File: src/design/tmf_pkg.sv
// tmf_pkg: shared constants, codes, command/status structs and helpers
// for the timestamp match FIFO. No dependencies.
package tmf_pkg;

  localparam int QUEUE_DEPTH  = 64;
  localparam int PAYLOAD_BITS = 64;
  localparam int TALLY_BITS   = 32;

  localparam int IDX_BITS = (QUEUE_DEPTH > 1) ? $clog2(QUEUE_DEPTH) : 1;
  localparam int CNT_BITS = $clog2(QUEUE_DEPTH + 1);

  localparam int MODE_BITS      = 2;
  localparam int STAMP_BITS     = 64;
  localparam int PAY_PORT_BITS  = 64;
  localparam int STATUS_BITS    = 3;
  localparam int DROP_OUT_BITS  = 7;
  localparam int TALLY_OUT_BITS = 32;

  typedef enum logic [MODE_BITS-1:0] {
    MODE_PUSH  = 2'd0,
    MODE_MATCH = 2'd1,
    MODE_CLEAR = 2'd2,
    MODE_NONE  = 2'd3
  } mode_t;

  typedef enum logic [STATUS_BITS-1:0] {
    ST_PUSHED   = 3'd0,
    ST_MATCHED  = 3'd1,
    ST_EMPTY    = 3'd2,
    ST_NO_MATCH = 3'd3,
    ST_OVERFLOW = 3'd4,
    ST_CLEARED  = 3'd5
  } status_t;

  typedef struct packed {
    logic accept;
    logic push;
    logic overflow;
    logic clear;
    logic empty_miss;
    logic drop;
    logic hit;
    logic miss;
    logic load_out;
  } cmd_t;

  typedef struct packed {
    mode_t mode;
    logic  full;
    logic  empty;
    logic  last_entry;
    logic  head_older;
    logic  head_equal;
    logic  out_free;
  } sts_t;

  function automatic logic [TALLY_OUT_BITS-1:0] tally_out(input logic [TALLY_BITS-1:0] t);
    logic [TALLY_OUT_BITS-1:0] r;
    r = '0;
    for (int i = 0; i < TALLY_OUT_BITS; i++) begin
      if (i < TALLY_BITS) r[i] = t[i];
    end
    return r;
  endfunction

  function automatic logic [DROP_OUT_BITS-1:0] drop_out(input logic [CNT_BITS-1:0] c);
    logic [DROP_OUT_BITS-1:0] r;
    r = '0;
    for (int i = 0; i < DROP_OUT_BITS; i++) begin
      if (i < CNT_BITS) r[i] = c[i];
    end
    return r;
  endfunction

  function automatic logic [PAY_PORT_BITS-1:0] pay_out(input logic [PAYLOAD_BITS-1:0] p);
    logic [PAY_PORT_BITS-1:0] r;
    r = '0;
    for (int i = 0; i < PAY_PORT_BITS; i++) begin
      if (i < PAYLOAD_BITS) r[i] = p[i];
    end
    return r;
  endfunction

  function automatic logic [TALLY_BITS-1:0] sat_inc(input logic [TALLY_BITS-1:0] t);
    return (&t) ? t : t + TALLY_BITS'(1);
  endfunction

endpackage

File: src/design/tmf_ctrl.sv
// tmf_ctrl: request sequencer of the timestamp match FIFO.
// Depends on tmf_pkg; drives tmf_datapath through cmd_t, reads sts_t.
module tmf_ctrl (
  input  logic          clk,
  input  logic          rst,
  input  logic          req_valid,
  output logic          req_ready,
  input  tmf_pkg::sts_t sts,
  output tmf_pkg::cmd_t cmd
);
  import tmf_pkg::*;

  typedef enum logic [3:0] {
    S_IDLE = 4'b0001,
    S_READ = 4'b0010,
    S_CMP  = 4'b0100,
    S_DONE = 4'b1000
  } state_t;

  state_t state, state_next;

  always_ff @(posedge clk) begin
    if (rst) state <= S_IDLE;
    else     state <= state_next;
  end

  assign req_ready = (state == S_IDLE);

  always_comb begin
    cmd        = '0;
    state_next = state;
    unique case (state)
      S_IDLE: begin
        if (req_valid) begin
          cmd.accept = 1'b1;
          unique case (sts.mode)
            MODE_PUSH: begin
              if (sts.full) cmd.overflow = 1'b1;
              else          cmd.push     = 1'b1;
              state_next = S_DONE;
            end
            MODE_MATCH: begin
              if (sts.empty) begin
                cmd.empty_miss = 1'b1;
                state_next     = S_DONE;
              end else begin
                state_next = S_READ;
              end
            end
            MODE_CLEAR: begin
              cmd.clear  = 1'b1;
              state_next = S_DONE;
            end
            default: state_next = S_IDLE;
          endcase
        end
      end
      S_READ: state_next = S_CMP;
      S_CMP: begin
        if (sts.head_older) begin
          cmd.drop = 1'b1;
          if (sts.last_entry) begin
            cmd.miss   = 1'b1;
            state_next = S_DONE;
          end else begin
            state_next = S_READ;
          end
        end else if (sts.head_equal) begin
          cmd.hit    = 1'b1;
          state_next = S_DONE;
        end else begin
          cmd.miss   = 1'b1;
          state_next = S_DONE;
        end
      end
      S_DONE: begin
        if (sts.out_free) begin
          cmd.load_out = 1'b1;
          state_next   = S_IDLE;
        end
      end
      default: state_next = S_IDLE;
    endcase
  end

endmodule

File: config.mk
export PLATFORM = sky130hd
export DESIGN_NAME = tmf_ctrl
export DESIGN_NICKNAME = d
export VERILOG_FILES = /design/src/design/tmf_pkg.sv /design/src/design/tmf_ctrl.sv
export SDC_FILE = /design/constraint.sdc
export NUM_CORES = 1
export LEC_CHECK = 0
export BUFFER_PORTS_ARGS = -buffer_cell sky130_fd_sc_hd__buf_4
export CAP_MARGIN = 20
export CELL_PAD_IN_SITES_DETAIL_PLACEMENT = 0
export CELL_PAD_IN_SITES_GLOBAL_PLACEMENT = 1
export CORE_MARGIN = 1
export CORE_UTILIZATION = 23
export CTS_CLUSTER_DIAMETER = 80
export DETAILED_ROUTE_END_ITERATION = 7
export PLACE_DENSITY = 0.7
export SLEW_MARGIN = 20
export SYNTH_ARGS = -nofsm -noshare
export SYNTH_HDL_FRONTEND = slang
export SYNTH_SLANG_ARGS = --single-unit
File: constraint.sdc
create_clock -name clk -period 1.4 [get_ports clk]
set_input_delay 0.21 -clock clk [delete_from_list [all_inputs] [get_ports clk]]
set_output_delay 0.21 -clock clk [all_outputs]
set_load 0.05 [all_outputs]
==> out/metrics.yaml <==
status: "complete, but fails checks"
violations: "setup timing"
max-vdd-ir-drop_mv: 0.5235
antenna_cells: 0
numPortBuffers: 20
rsz0062_at_grt: "true"
min_period_ps: 1820
rr_startpoint: "state[1]"
antenna_found_initial: 0
syn_area_per_cell_sq_um: 8.213
worst_pin_slew_ps: 266.4
skew_ps: 9.216
ant_nets: 0
cts_root_buffer: "clkbuf_4"
fill_cells: 122
wl_per_cell_um: 11.26
dr_total_vias: 439
synth_area_sq_um: 320.3
startpoint: "state[2]"
end_kind: "output port"
slowest_stage: "or3_4"
drt_iter0_drc: 0
largest_reg_flops: 4
vias_per_cell: 4.933
gr-total-overflow: 0
first_pass_iters: 1
clk_path_buf_depth: 2
syn_inst: 39
fmax_mhz: 549.5
ys.warnings.count: 0
die_h_um: 39.32
top_regs: "state (4)"
grt_first_pass_wirelength_um: 1504
min_from: "rst"
ys_seq_elements: 4
startpoint_type: "flop"
stdcell_count: 89
placed_area_sq_um: 661.9
max_slew_margin_pct: 81.99
path_clk_slew_ps: 40
worstPathArrival_ps: 1610
dieArea_sq_um: 1546
fp.coreArea_sq_um: 1301
layout_setup_ws_ps: -420.0
drive_gt1_share_pct: 74.32
max_stage_delay_ps: 420
grt_usage_pct: 15.37
dp_hpwl_um: 766.5
areaGrowthSynthToFinish_pct: 141.4
route.detailed.drc: 0
regMostFlops: "state"
regArea_sq_um: 85.08
ys_seq_area_share_pct: 25.00
synth_cell_type_count: 25
cts_sinks: 4
fin_tns_setup_ps: -3225
leakagePower_nw: 0.3406
start_util_pct: 24.62
dpl.cell_count: 83
period_share_pct: 130.0
drt-total-wl_um: 1002
cp_cell_sequence: "nand3b_1 > or3_4 > nor4b_4 > buf_6"
nets: 87
grt_max_degree: 8
h-tree-depth: 1
criticalPathCategory: "flop to output port"
finalSetupViolations: 12
cp.required_ps: 1190
worst_skew_pair.late_latency_ps: 250
pin_count: 21
hp-class: "input port to flop"
rows: 13
grt_pass1_vias: 380
die_x_um: 39.32
maxCapViolCount: 0
cts_buffers: 3
powerDensity_nw_per_um2: 642.5
hold_buffers: 0
finalMaxSlewViolations: 0
final_area_sq_um: 773.2
multi_input_area_sq_um: 346.6
pre_cts_ws_ps: -200.9
fin_util_pct: 59.42
cts_tree: "yes"
hold_viol: 0
cp_max_fo: 5
gp_congestion: 0.7097
syn-num-nets: 50
-- metrics by stage --
stage	hold slack [ps]	power [mW]
finish	146.2	0.4968
global route	140.9	0.5281
detailed placement	402.6	0.3183
global placement	399.7	0.3175
floorplan	271.7	0.2351
CTS	144.8	0.4976
-- cell usage in the layout, fill, tap and decap left out --
master / Yosys / final
nor3_1: 2 / 1
nor4_4: 0 / 1
nor3b_2: 1 / 1
buf_4: 0 / 21
a21o_1: 1 / 1
nor2_4: 0 / 1
a21oi_1: 1 / 1
nand3_1: 1 / 1
o21ai_2: 0 / 1
nor4b_4: 0 / 2
nor3b_4: 0 / 2
nand3b_1: 1 / 1
o21a_1: 1 / 1
or4b_4: 1 / 1
or3_1: 2 / 1
nand2_2: 0 / 1
nor2b_4: 0 / 1
nor3_4: 0 / 1
buf_8: 0 / 2
or3_4: 0 / 1
o32a_1: 1 / 1
dfxtp_2: 0 / 4
a311oi_2: 0 / 1
buf_6: 0 / 9
nand2_1: 3 / 2
a21boi_4: 0 / 1
inv_1: 3 / 3
and2_1: 1 / 1
clkbuf_4: 0 / 3
a21boi_2: 0 / 1
nor4b_1: 2 / 1
nand2b_1: 4 / 4
-- cell type report --
cell class | count | area share, %
clock buffer | 3 | 2.913
inverter | 3 | 1.456
multi-input combinational | 32 | 44.82
sequential | 4 | 11.00
tap | 15 | 2.427
timing repair buffer | 32 | 37.38
-- metal layers --
metal / GRT usage, % / up-vias / share of wire [%]
li1: - / 219 / -
met3: 6.818 / 0 / 5.9
met5: 0 / - / 0
met1: 15.99 / 206 / 42
met4: 7.759 / 0 / 0
met2: 25.83 / 14 / 52
-- path summary, 6_finish.rpt --
path | end | slack [ps] | cells past startpoint
worst min-delay path | state[1] | 150 | 2
worst max register to register | state[3] | -60 | 6
worst min register to register | state[2] | 460 | 1
worst max-delay path | cmd[6] | -420 | 4
-- cells in the mapped netlist --
cell / count / area, sq um
inv_1: 3 / 11.26
or4b_4: 1 / 13.76
nand3b_1: 1 / 7.510
nor2_1: 1 / 3.750
nor3_1: 2 / 10.01
a21boi_0: 1 / 7.510
o21ai_1: 1 / 5.000
o32a_1: 1 / 10.01
nor3b_2: 1 / 12.51
o21a_1: 1 / 7.510
and2_1: 1 / 6.260
a21boi_1: 1 / 7.510
nor4b_2: 1 / 15.01
dfxtp_1: 4 / 80.08
a21o_1: 1 / 7.510
nand3_1: 1 / 5.000
nor3b_1: 2 / 15.01
nand2_1: 3 / 11.26
nand2b_1: 4 / 25.02
a311oi_1: 1 / 8.760
nor4b_1: 2 / 17.52
nor2b_2: 1 / 8.760
a21oi_1: 1 / 5.000
nor4_1: 1 / 6.260
or3_1: 2 / 12.51
-- where the power goes --
part           leakage [nW]  switching (mW)  total, mW  internal, mW
combinational         0.293           0.113      0.220         0.108
clock                0.0138          0.0548      0.151        0.0964
sequential           0.0337         0.00466      0.125         0.121
-- critical path: cells and delay by family (launching register included) --
| family | cells | cell delay [ps] |
|---|---|---|
| buffers and inverters | 1 | 190 |
| DFF | 1 | 330 |
| and+or+nand+nor | 3 | 840 |
-- kinds of logic (layout without fill, tap and decap cells) --
family                 Yosys count  count (layout)  synth area share (%)
AO/OA/AOI/OAI                    8               8                 18.36
AND/OR/NAND/NOR                 24              24                 53.12
flip-flops                       4               4                 25.00
buffers and inverters            3              38                 3.515
-- repair_timing --
action | CTS | global route
setup endpoints to repair | 12 | 13
gates resized for setup | 14 | 3
setup buffers | 3 | 1
pin swaps | 4 | 4
No activity file was read; power rests on OpenSTA's default activity.
